[config.mk]
export PLATFORM = sky130hd
export DESIGN_NAME = modular_exponentiation
export DESIGN_NICKNAME = d
export VERILOG_FILES = /design/src/hw/rtl/mexp_pkg.sv /design/src/hw/rtl/mexp_front.sv /design/src/hw/rtl/mexp_queue.sv /design/src/hw/rtl/mexp_mulmod.sv /design/src/hw/rtl/mexp_back.sv /design/src/hw/rtl/modular_exponentiation.sv
export SDC_FILE = /design/constraint.sdc
export NUM_CORES = 2
export LEC_CHECK = 0
export BUFFER_PORTS_ARGS = -buffer_cell sky130_fd_sc_hd__buf_2
export CAP_MARGIN = 20
export CELL_PAD_IN_SITES_DETAIL_PLACEMENT = 1
export CELL_PAD_IN_SITES_GLOBAL_PLACEMENT = 1
export CORE_ASPECT_RATIO = 1.2
export CORE_MARGIN = 5
export CORE_UTILIZATION = 40
export DETAILED_ROUTE_END_ITERATION = 10
export PLACE_DENSITY = 0.77
export SYNTH_ARGS = -nofsm -noshare
export SYNTH_HDL_FRONTEND = slang
export SYNTH_SLANG_ARGS = --single-unit
[constraint.sdc]
create_clock -name clk -period 21.8 [get_ports clk]
set_input_delay 2.18 -clock clk [delete_from_list [all_inputs] [get_ports clk]]
set_output_delay 2.18 -clock clk [all_outputs]
set_load 0.005 [all_outputs]
[src/hw/rtl/mexp_pkg.sv]
// shared types and constants for the modular exponentiation block
package mexp_pkg;

  localparam int DataW     = 64;
  localparam int ModW      = 63;
  localparam int ExpW      = 63;
  localparam int InTdataW  = 192;
  localparam int OutTdataW = 64;
  localparam int BaseLsb   = 0;
  localparam int ExpLsb    = 64;
  localparam int ModLsb    = 128;
  localparam int HalfW     = 32;
  localparam int ProdW     = 128;
  localparam int MulParts  = 4;
  localparam int RedCntW   = 7;
  localparam int QueueDepth = 2;
  localparam int QPtrW     = 1;
  localparam int QCntW     = 2;

  localparam logic [ModW-1:0] ResetModulus = {ModW{1'b1}};

  typedef enum logic [1:0] {
    KIND_RUN,
    KIND_ONE,
    KIND_ERR
  } kind_t;

  typedef struct packed {
    kind_t             kind;
    logic [DataW-1:0]  base;
    logic [ExpW-1:0]   exp;
    logic [ModW-1:0]   modulus;
  } job_t;

  typedef struct packed {
    logic              start;
    logic [DataW-1:0]  a;
    logic [DataW-1:0]  b;
    logic [ModW-1:0]   m;
  } mm_req_t;

  typedef struct packed {
    logic              busy;
    logic              done;
    logic [DataW-1:0]  res;
  } mm_rsp_t;

endpackage

[src/hw/rtl/mexp_front.sv]
// input side: default modulus register, item classification and queue push
module mexp_front (
  input  logic                          clk,
  input  logic                          rst,
  input  logic                          s_tvalid,
  output logic                          s_tready,
  input  logic [mexp_pkg::InTdataW-1:0] s_tdata,
  input  logic [0:0]                    s_tuser,
  input  logic                          cfg_wen,
  input  logic [mexp_pkg::ModW-1:0]     cfg_wdata,
  input  logic                          q_full,
  output logic                          q_push,
  output mexp_pkg::job_t                q_job
);
  import mexp_pkg::*;

  logic [ModW-1:0] default_modulus;
  logic [ModW-1:0] m_eff;
  logic [DataW-1:0] exp_in;

  always_ff @(posedge clk) begin
    if (rst) begin
      default_modulus <= ResetModulus;
    end else if (cfg_wen) begin
      default_modulus <= cfg_wdata;
    end
  end

  always_comb begin
    exp_in        = s_tdata[ExpLsb +: DataW];
    m_eff         = s_tuser[0] ? s_tdata[ModLsb +: ModW] : default_modulus;
    q_job.base    = s_tdata[BaseLsb +: DataW];
    q_job.exp     = exp_in[ExpW-1:0];
    q_job.modulus = m_eff;
    if (m_eff == '0) begin
      q_job.kind = KIND_ERR;
    end else if (exp_in[DataW-1] || exp_in == '0) begin
      q_job.kind = KIND_ONE;
    end else begin
      q_job.kind = KIND_RUN;
    end
  end

  assign s_tready = !q_full;
  assign q_push   = s_tvalid && !q_full;

endmodule

[src/hw/rtl/mexp_queue.sv]
// short job queue between the front and the back
module mexp_queue (
  input  logic                        clk,
  input  logic                        rst,
  input  logic                        push,
  input  mexp_pkg::job_t              push_job,
  input  logic                        pop,
  output mexp_pkg::job_t              head,
  output logic                        full,
  output logic                        empty,
  output logic [mexp_pkg::QCntW-1:0]  count
);
  import mexp_pkg::*;

  job_t             entries [QueueDepth];
  logic [QPtrW-1:0] wr_ptr;
  logic [QPtrW-1:0] rd_ptr;

  assign full  = count == QCntW'(QueueDepth);
  assign empty = count == '0;
  assign head  = entries[rd_ptr];

  always_ff @(posedge clk) begin
    if (push) begin
      entries[wr_ptr] <= push_job;
    end
  end

  always_ff @(posedge clk) begin
    if (rst) begin
      wr_ptr <= '0;
      rd_ptr <= '0;
      count  <= '0;
    end else begin
      if (push) begin
        wr_ptr <= wr_ptr + 1'b1;
      end
      if (pop) begin
        rd_ptr <= rd_ptr + 1'b1;
      end
      if (push && !pop) begin
        count <= count + 1'b1;
      end else if (pop && !push) begin
        count <= count - 1'b1;
      end
    end
  end

endmodule

[src/hw/rtl/mexp_mulmod.sv]
// multi-cycle signed modular multiplier: four 32x32 partial products, then bit-serial reduction
module mexp_mulmod (
  input  logic              clk,
  input  logic              rst,
  input  mexp_pkg::mm_req_t req,
  output mexp_pkg::mm_rsp_t rsp
);
  import mexp_pkg::*;

  typedef enum logic [1:0] {
    M_IDLE,
    M_MUL,
    M_RED
  } mstate_t;

  mstate_t             state;
  logic [DataW-1:0]    x;
  logic [DataW-1:0]    y;
  logic                neg;
  logic [ModW-1:0]     m;
  logic [2:0]          mul_cnt;
  logic [RedCntW-1:0]  red_cnt;
  logic [DataW-1:0]    pp;
  logic [1:0]          pp_sel;
  logic [ProdW-1:0]    prod;
  logic [ModW-1:0]     r;
  logic                done;
  logic [DataW-1:0]    res;

  logic [HalfW-1:0]    xs;
  logic [HalfW-1:0]    ys;
  logic [DataW-1:0]    pp_next;
  logic [ProdW-1:0]    pp_shifted;
  logic [DataW-1:0]    t;
  logic [ModW-1:0]     r_next;

  always_comb begin
    xs      = mul_cnt[1] ? x[DataW-1:HalfW] : x[HalfW-1:0];
    ys      = mul_cnt[0] ? y[DataW-1:HalfW] : y[HalfW-1:0];
    pp_next = DataW'(xs) * DataW'(ys);
    case (pp_sel)
      2'd0:    pp_shifted = {{DataW{1'b0}}, pp};
      2'd3:    pp_shifted = {pp, {DataW{1'b0}}};
      default: pp_shifted = {{HalfW{1'b0}}, pp, {HalfW{1'b0}}};
    endcase
    t = {r, prod[ProdW-1]};
    if (t >= {1'b0, m}) begin
      r_next = ModW'(t - {1'b0, m});
    end else begin
      r_next = t[ModW-1:0];
    end
  end

  always_ff @(posedge clk) begin
    if (rst) begin
      state <= M_IDLE;
      done  <= 1'b0;
    end else begin
      done <= 1'b0;
      case (state)
        M_IDLE: begin
          if (req.start) begin
            x       <= req.a[DataW-1] ? -req.a : req.a;
            y       <= req.b[DataW-1] ? -req.b : req.b;
            neg     <= req.a[DataW-1] ^ req.b[DataW-1];
            m       <= req.m;
            prod    <= '0;
            r       <= '0;
            mul_cnt <= '0;
            state   <= M_MUL;
          end
        end
        M_MUL: begin
          if (mul_cnt != 3'(MulParts)) begin
            pp     <= pp_next;
            pp_sel <= mul_cnt[1:0];
          end
          if (mul_cnt != '0) begin
            prod <= prod + pp_shifted;
          end
          mul_cnt <= mul_cnt + 1'b1;
          if (mul_cnt == 3'(MulParts)) begin
            red_cnt <= '1;
            state   <= M_RED;
          end
        end
        M_RED: begin
          r       <= r_next;
          prod    <= {prod[ProdW-2:0], 1'b0};
          red_cnt <= red_cnt - 1'b1;
          if (red_cnt == '0) begin
            res   <= neg ? -{1'b0, r_next} : {1'b0, r_next};
            done  <= 1'b1;
            state <= M_IDLE;
          end
        end
        default: state <= M_IDLE;
      endcase
    end
  end

  assign rsp.busy = state != M_IDLE;
  assign rsp.done = done;
  assign rsp.res  = res;

endmodule

[src/hw/rtl/mexp_back.sv]
// execution side: square-and-multiply sequencer and output register
module mexp_back (
  input  logic                           clk,
  input  logic                           rst,
  input  logic                           q_empty,
  input  mexp_pkg::job_t                 q_head,
  output logic                           q_pop,
  output mexp_pkg::mm_req_t              mm_req,
  input  mexp_pkg::mm_rsp_t              mm_rsp,
  output logic                           m_tvalid,
  input  logic                           m_tready,
  output logic [mexp_pkg::OutTdataW-1:0] m_tdata,
  output logic [0:0]                     m_tuser
);
  import mexp_pkg::*;

  typedef enum logic [2:0] {
    S_IDLE,
    S_STEP,
    S_WAIT_MUL,
    S_WAIT_SQR,
    S_OUT
  } bstate_t;

  bstate_t           state;
  logic [DataW-1:0]  acc;
  logic [DataW-1:0]  b;
  logic [ExpW-1:0]   e;
  logic [ModW-1:0]   m;
  logic              err;
  logic              mul_done;
  logic              out_valid;
  logic [DataW-1:0]  out_value;
  logic              out_err;
  logic              slot_free;
  logic              do_mul;
  logic              do_sqr;

  assign slot_free = !out_valid || m_tready;
  assign q_pop     = state == S_IDLE && !q_empty;

  always_comb begin
    do_mul = state == S_STEP && e != '0 && e[0] && !mul_done;
    do_sqr = state == S_STEP && e != '0 && !(e[0] && !mul_done) && e != ExpW'(1);
    mm_req.start = do_mul || do_sqr;
    mm_req.a     = do_mul ? acc : b;
    mm_req.b     = b;
    mm_req.m     = m;
  end

  always_ff @(posedge clk) begin
    if (rst) begin
      state     <= S_IDLE;
      out_valid <= 1'b0;
      mul_done  <= 1'b0;
    end else begin
      if (state == S_OUT && slot_free) begin
        out_valid <= 1'b1;
      end else if (out_valid && m_tready) begin
        out_valid <= 1'b0;
      end
      case (state)
        S_IDLE: begin
          if (!q_empty) begin
            b        <= q_head.base;
            e        <= q_head.exp;
            m        <= q_head.modulus;
            mul_done <= 1'b0;
            case (q_head.kind)
              KIND_ERR: begin
                acc   <= '0;
                err   <= 1'b1;
                state <= S_OUT;
              end
              KIND_ONE: begin
                acc   <= DataW'(1);
                err   <= 1'b0;
                state <= S_OUT;
              end
              default: begin
                acc   <= DataW'(1);
                err   <= 1'b0;
                state <= S_STEP;
              end
            endcase
          end
        end
        S_STEP: begin
          if (do_mul) begin
            state <= S_WAIT_MUL;
          end else if (do_sqr) begin
            state <= S_WAIT_SQR;
          end else begin
            state <= S_OUT;
          end
        end
        S_WAIT_MUL: begin
          if (mm_rsp.done) begin
            acc      <= mm_rsp.res;
            mul_done <= 1'b1;
            state    <= S_STEP;
          end
        end
        S_WAIT_SQR: begin
          if (mm_rsp.done) begin
            b        <= mm_rsp.res;
            e        <= e >> 1;
            mul_done <= 1'b0;
            state    <= S_STEP;
          end
        end
        S_OUT: begin
          if (slot_free) begin
            out_value <= acc;
            out_err   <= err;
            state     <= S_IDLE;
          end
        end
        default: state <= S_IDLE;
      endcase
    end
  end

  assign m_tvalid   = out_valid;
  assign m_tdata    = out_value;
  assign m_tuser[0] = out_err;

endmodule

[src/hw/rtl/modular_exponentiation.sv]
// top level of the modular exponentiation block
// Computes base^exponent mod modulus by right-to-left square and multiply with
// exact 128-bit products and a truncated remainder whose sign follows the
// dividend. Items are taken into a two-entry queue and worked one at a time;
// every modular product runs on a single shared unit that forms the product
// from four 32x32 partial products and then reduces it one bit per cycle. An
// item with an exponent of bit length L and P set bits needs L - 1 + P modular
// products; an item with a zero modulus or an exponent of zero or less needs
// none and goes straight to the output register.
// A finished result waits in the output register while the next item runs.
module modular_exponentiation (
  input  logic                           clk,
  input  logic                           rst,
  input  logic                           s_tvalid,
  output logic                           s_tready,
  // base [63:0], exponent [127:64], modulus [190:128], zero [191]
  input  logic [mexp_pkg::InTdataW-1:0]  s_tdata,
  // modulus_present [0]
  input  logic [0:0]                     s_tuser,
  output logic                           m_tvalid,
  input  logic                           m_tready,
  // value [63:0]
  output logic [mexp_pkg::OutTdataW-1:0] m_tdata,
  // error [0]
  output logic [0:0]                     m_tuser,
  input  logic                           cfg_wen,
  input  logic [mexp_pkg::ModW-1:0]      cfg_wdata
);
  import mexp_pkg::*;

  logic             q_full;
  logic             q_empty;
  logic             q_push;
  logic             q_pop;
  logic [QCntW-1:0] q_count;
  job_t             push_job;
  job_t             q_head;
  mm_req_t          mm_req;
  mm_rsp_t          mm_rsp;

  mexp_front u_front (
    .clk       (clk),
    .rst       (rst),
    .s_tvalid  (s_tvalid),
    .s_tready  (s_tready),
    .s_tdata   (s_tdata),
    .s_tuser   (s_tuser),
    .cfg_wen   (cfg_wen),
    .cfg_wdata (cfg_wdata),
    .q_full    (q_full),
    .q_push    (q_push),
    .q_job     (push_job)
  );

  mexp_queue u_queue (
    .clk      (clk),
    .rst      (rst),
    .push     (q_push),
    .push_job (push_job),
    .pop      (q_pop),
    .head     (q_head),
    .full     (q_full),
    .empty    (q_empty),
    .count    (q_count)
  );

  mexp_mulmod u_mulmod (
    .clk (clk),
    .rst (rst),
    .req (mm_req),
    .rsp (mm_rsp)
  );

  mexp_back u_back (
    .clk      (clk),
    .rst      (rst),
    .q_empty  (q_empty),
    .q_head   (q_head),
    .q_pop    (q_pop),
    .mm_req   (mm_req),
    .mm_rsp   (mm_rsp),
    .m_tvalid (m_tvalid),
    .m_tready (m_tready),
    .m_tdata  (m_tdata),
    .m_tuser  (m_tuser)
  );

  a_err_zero: assert property (@(posedge clk) disable iff (rst)
    m_tvalid && m_tuser[0] |-> m_tdata == '0)
    else $error("error item with nonzero value");

  a_accept_queued: assert property (@(posedge clk) disable iff (rst)
    s_tvalid && s_tready |=> q_count != '0)
    else $error("accepted item missing from queue");

  a_start_idle: assert property (@(posedge clk) disable iff (rst)
    mm_req.start |-> !mm_rsp.busy)
    else $error("multiplier started while busy");

  a_no_pop_empty: assert property (@(posedge clk) disable iff (rst)
    q_pop |-> !q_empty)
    else $error("pop from empty queue");

endmodule
==> flow_summary.rst <==
.. list-table::
   :header-rows: 1

   * - Metric
     - Value
   * - Number of global-route vias before repair
     - around 84000
   * - Number of enable flip-flop cells after synthesis
     - 1227
   * - Cells resized by post-CTS repair
     - 0
   * - Longest Clk Path Bufs
     - 4
   * - Largest cells by area after synthesis
     - sky130_fd_sc_hd__edfxtp_1 37%, sky130_fd_sc_hd__fa_1 18%, sky130_fd_sc_hd__ha_1 5.8%
   * - Cell occurring most often along the worst timing path
     - sky130_fd_sc_hd__fa_1
   * - Worst reg-to-reg setup slack
     - between 10000 and 15000 ps
   * - Via-per-instance ratio
     - approximately 5.7
   * - Share of synthesized flip-flops with an asynchronous set or reset
     - 0%
   * - Startpoint kind of the worst setup timing path
     - register
   * - Delay contributed by the slowest stage of the critical path
     - 1060 ps
   * - Adder-cell share of the synthesized area
     - 23.7%
   * - Wire length of the first global-routing pass
     - ~530 mm
   * - Clock transition at the register clock pins on the worst setup and hold paths after CTS
     - approximately 60 ps
   * - Maximum clock frequency
     - 92.5 MHz
   * - Flops & latches, synth
     - 1303
   * - Total standard cell area after synthesis
     - 101000 um2
   * - Setup fix buffers added after clock tree synthesis
     - 0
   * - Count of warnings emitted by yosys
     - 0
   * - Number of nets at the end of the flow
     - 11500
   * - Setup TNS after final layout
     - 0 ps
   * - Starting Density
     - 40.3%
   * - Reg-to-reg critical path startpoint
     - u_mulmod.mul_cnt[1]
   * - Hold WC Path Type
     - register to register
   * - Max cap viols
     - 0
   * - Data required time at the worst endpoint
     - 22310 ps
   * - CTS tree
     - done
   * - Horizontal die dimension
     - 468 um
   * - Worst setup margin
     - 10990 ps
   * - Final WL
     - 358 mm
   * - Post-Synthesis Net Count
     - about 11000
   * - Data arrival time of the critical path
     - 11320 ps
   * - Startpoint of the most critical hold path
     - u_back.m[58]
   * - Classification of the worst setup path
     - register to register
   * - Average detailed-routed wire length per instance
     - between 20 and 30 um
   * - Layout cell share with drive strength beyond 1
     - 10.1%
   * - Global Route Usage Sum
     - 26.8%
   * - Least-Margin Pin Slew
     - 1190 ps
   * - Largest driver fanout on the critical path
     - 56
   * - FF+latch area
     - 38400 um2
   * - Final Hold Violating Endpoints
     - 0
   * - Number of levels in the clock H-tree
     - 4
   * - Clock latency of the later-clocked register in the worst-skew pair
     - ~870 ps
   * - Area fraction of the dominant cell type after synthesis
     - 36.6%
   * - Buf+Inv Stages, Crit Path
     - 6
   * - Post-route DRC violation count
     - 0
   * - Final Critical Period
     - 10810 ps
   * - Synth-to-Final Area Change
     - 10.2%
   * - Area of the multi-input gates
     - 56800 um2
   * - Number of slew-limit violations in the final report
     - 0
   * - Post-synth cell types
     - between 100 and 150
   * - Worst r2r path cells
     - 26
   * - Floorplan die area
     - 262000 um2
   * - Detailed Route Iter0 Violations
     - 5759
   * - Grt total ovfl
     - 0
   * - Worst min-delay path endpoint
     - u_mulmod.m[58]
   * - Worst Hold Path Cells
     - 0
   * - Final hold slack
     - roughly 370 ps
   * - Worst path slowest cell
     - sky130_fd_sc_hd__mux2i_2
   * - Family of cells with the greatest summed delay on the critical path
     - adder cells
   * - Cell taking the most area after synthesis
     - sky130_fd_sc_hd__edfxtp_1
   * - Xor/xnor cell area share of the yosys netlist
     - approximately 3.6%
   * - Number of clock buffers inserted by TritonCTS
     - 151
   * - Filler cell count in the final layout
     - 27600
   * - Number of placement rows
     - 201
   * - Sequential element share of the synthesized area
     - 38.1%
   * - Finished Layout Cells
     - roughly 13000
   * - Placement Setup Slack
     - 11080 ps
   * - Endpoint of the worst-slack reg-to-reg timing path
     - u_mulmod.pp[61]
   * - Clock sink total
     - 1303
   * - Pin count of the biggest net entering global routing
     - 130
   * - HPWL reported at the end of detailed placement
     - 270 mm
   * - Number of placed I/O pins
     - 328
   * - Final Skew
     - 107 ps
   * - Status
     - complete, no violations
   * - Crit path capture type
     - register
   * - Std-Cell Core Area
     - 250000 um2
   * - Most common flop cell mapped by yosys
     - sky130_fd_sc_hd__edfxtp_1
   * - Crit share post-route
     - between 40% and 50%
   * - Antenna violations before repair
     - 39
   * - Synthesized-area fraction occupied by ao, oa, aoi and oai cells
     - 9.98%
   * - Final Setup Violations
     - 0
   * - Multiplexer share of the synthesized area
     - about 5%
   * - # port buffers
     - 326
   * - Die Ht
     - 560 um
   * - First-pass DRT Iterations
     - 5
   * - Number of routed nets with antenna violations
     - 0
   * - Unrepaired setup endpoints after global routing
     - no
   * - Routability congestion estimate from global placement
     - 0.972
   * - Mapped Cells
     - 9752
   * - Post-synthesis area per instance
     - 10.3 um2
   * - Cell at the root of the clock tree
     - sky130_fd_sc_hd__clkbuf_16
   * - Simple-gate share of the synthesized area
     - a little over an eighth
   * - Largest family of logic cells by synthesized area
     - adder cells
   * - Hold-fix buffers at CTS
     - 0
   * - Via Count
     - 76700
   * - Number of placed instances with taps included
     - ~13000
   * - Slew headroom
     - 18.8%
## kinds of logic after synthesis
group	count (synthesis)
xor gates and xnor gates	417
AOI/OAI and AO/OA	1596
DFF	1303
buffers and inverters	1553
muxes	483
and+or+nand+nor	3033
adders and majority gates	1367
## worst max-delay path by stage
stage	startpoint	endpoint	slack, ps	depth (start not counted)
final	u_mulmod.mul_cnt[1]	u_mulmod.pp[61]	10990	26
after global routing	u_mulmod.mul_cnt[0]	u_mulmod.pp[62]	10570	26
after CTS	u_mulmod.mul_cnt[0]	u_mulmod.pp[62]	11040	26
after detailed placement	u_mulmod.mul_cnt[0]	u_mulmod.pp[62]	11080	26
after global placement	u_mulmod.mul_cnt[0]	u_mulmod.pp[62]	11140	29
after floorplan	rst	u_mulmod.m[0]	4260	3
## layer usage
layer | wire (um) | up-vias | global-route usage, %
li1 | - | 33400 | -
met1 | 126000 | 39000 | 29.7
met2 | 174000 | 2983 | 45.8
met3 | 25000 | 1228 | 5.39
met4 | 32300 | 42 | 19.4
met5 | 289 | - | 0
## worst reg2reg max path: cells and delay by family (launching register included)
| kind | cells | cell delay (ps) |
|---|---|---|
| flip-flops | 1 | 320 |
| adder cells (fa/ha/maj) | 9 | 4690 |
| multiplexers | 1 | 1110 |
| AND/OR/NAND/NOR | 4 | 890 |
| buffers and inverters | 6 | 1360 |
| XOR/XNOR | 1 | 160 |
| AO/OA/AOI/OAI | 5 | 2000 |
## synth_stat cells (92+ instances only)
master,instances
sky130_fd_sc_hd__a21o_1,149
sky130_fd_sc_hd__a21oi_1,384
sky130_fd_sc_hd__and2_1,184
sky130_fd_sc_hd__clkbuf_1,414
sky130_fd_sc_hd__edfxtp_1,1227
sky130_fd_sc_hd__fa_1,898
sky130_fd_sc_hd__ha_1,469
sky130_fd_sc_hd__inv_1,1061
sky130_fd_sc_hd__mux2_2,195
sky130_fd_sc_hd__mux2i_1,286
sky130_fd_sc_hd__nand2_1,1196
sky130_fd_sc_hd__nand3_1,92
sky130_fd_sc_hd__nand4_1,104
sky130_fd_sc_hd__nor2_1,905
sky130_fd_sc_hd__nor2b_1,97
sky130_fd_sc_hd__nor3_1,120
sky130_fd_sc_hd__o21ai_0,533
sky130_fd_sc_hd__xnor2_1,277
sky130_fd_sc_hd__xor2_1,140
## cells in the final DEF, fill, tap and decap left out, drive strengths merged, types with 277 or more instances in the layout
cell type     n
a21oi       385
buf         449
edfxtp     1227
fa          898
ha          469
inv        1070
mux2i       287
nand2      1197
nor2        906
o21ai       545
xnor2       277
## flip-flops by register name, summed over array words and instances (netlist names), 2 cells and up, named ones only
| name | flops |
|---|---|
| u_back.e | 63 |
| u_back.acc | 64 |
| u_front.default_modulus | 63 |
| u_mulmod.red_cnt | 7 |
| u_back.state | 3 |
| u_back.b | 64 |
| u_mulmod.x | 64 |
| u_mulmod.mul_cnt | 3 |
| u_mulmod.pp | 64 |
| u_mulmod.r | 63 |
| u_mulmod.prod | 128 |
| u_mulmod.res | 64 |
| u_queue.count | 2 |
| u_queue.entries | 384 |
| u_mulmod.state | 2 |
| u_mulmod.m | 63 |
| u_back.m_tdata | 64 |
| u_back.m | 63 |
| u_mulmod.pp_sel | 2 |
| u_mulmod.y | 64 |
## final cells by class
cell class | count | area share [%]
inverters | 1061 | 3.59
clock inverters | 84 | 0.846
multi-input cells | 6896 | 51.2
diodes | 15 | 0.0338
clock buffers | 184 | 3.62
well taps | 3349 | 3.77
flip-flops and latches | 1303 | 34.6
repair buffers | 453 | 2.40
## per-stage QoR
step                      instance area [um2]  utilization [%]
after floorplan                        101000                -
after global placement                 106000             42.3
after detailed placement               106000             42.4
after CTS                              111000             44.3
after global routing                   111000             44.4
final                                  111000             44.4
Power is left out: the tool's default activity adds up to more than one toggle a clock period on the data nets, which glitch-free logic cannot reach.
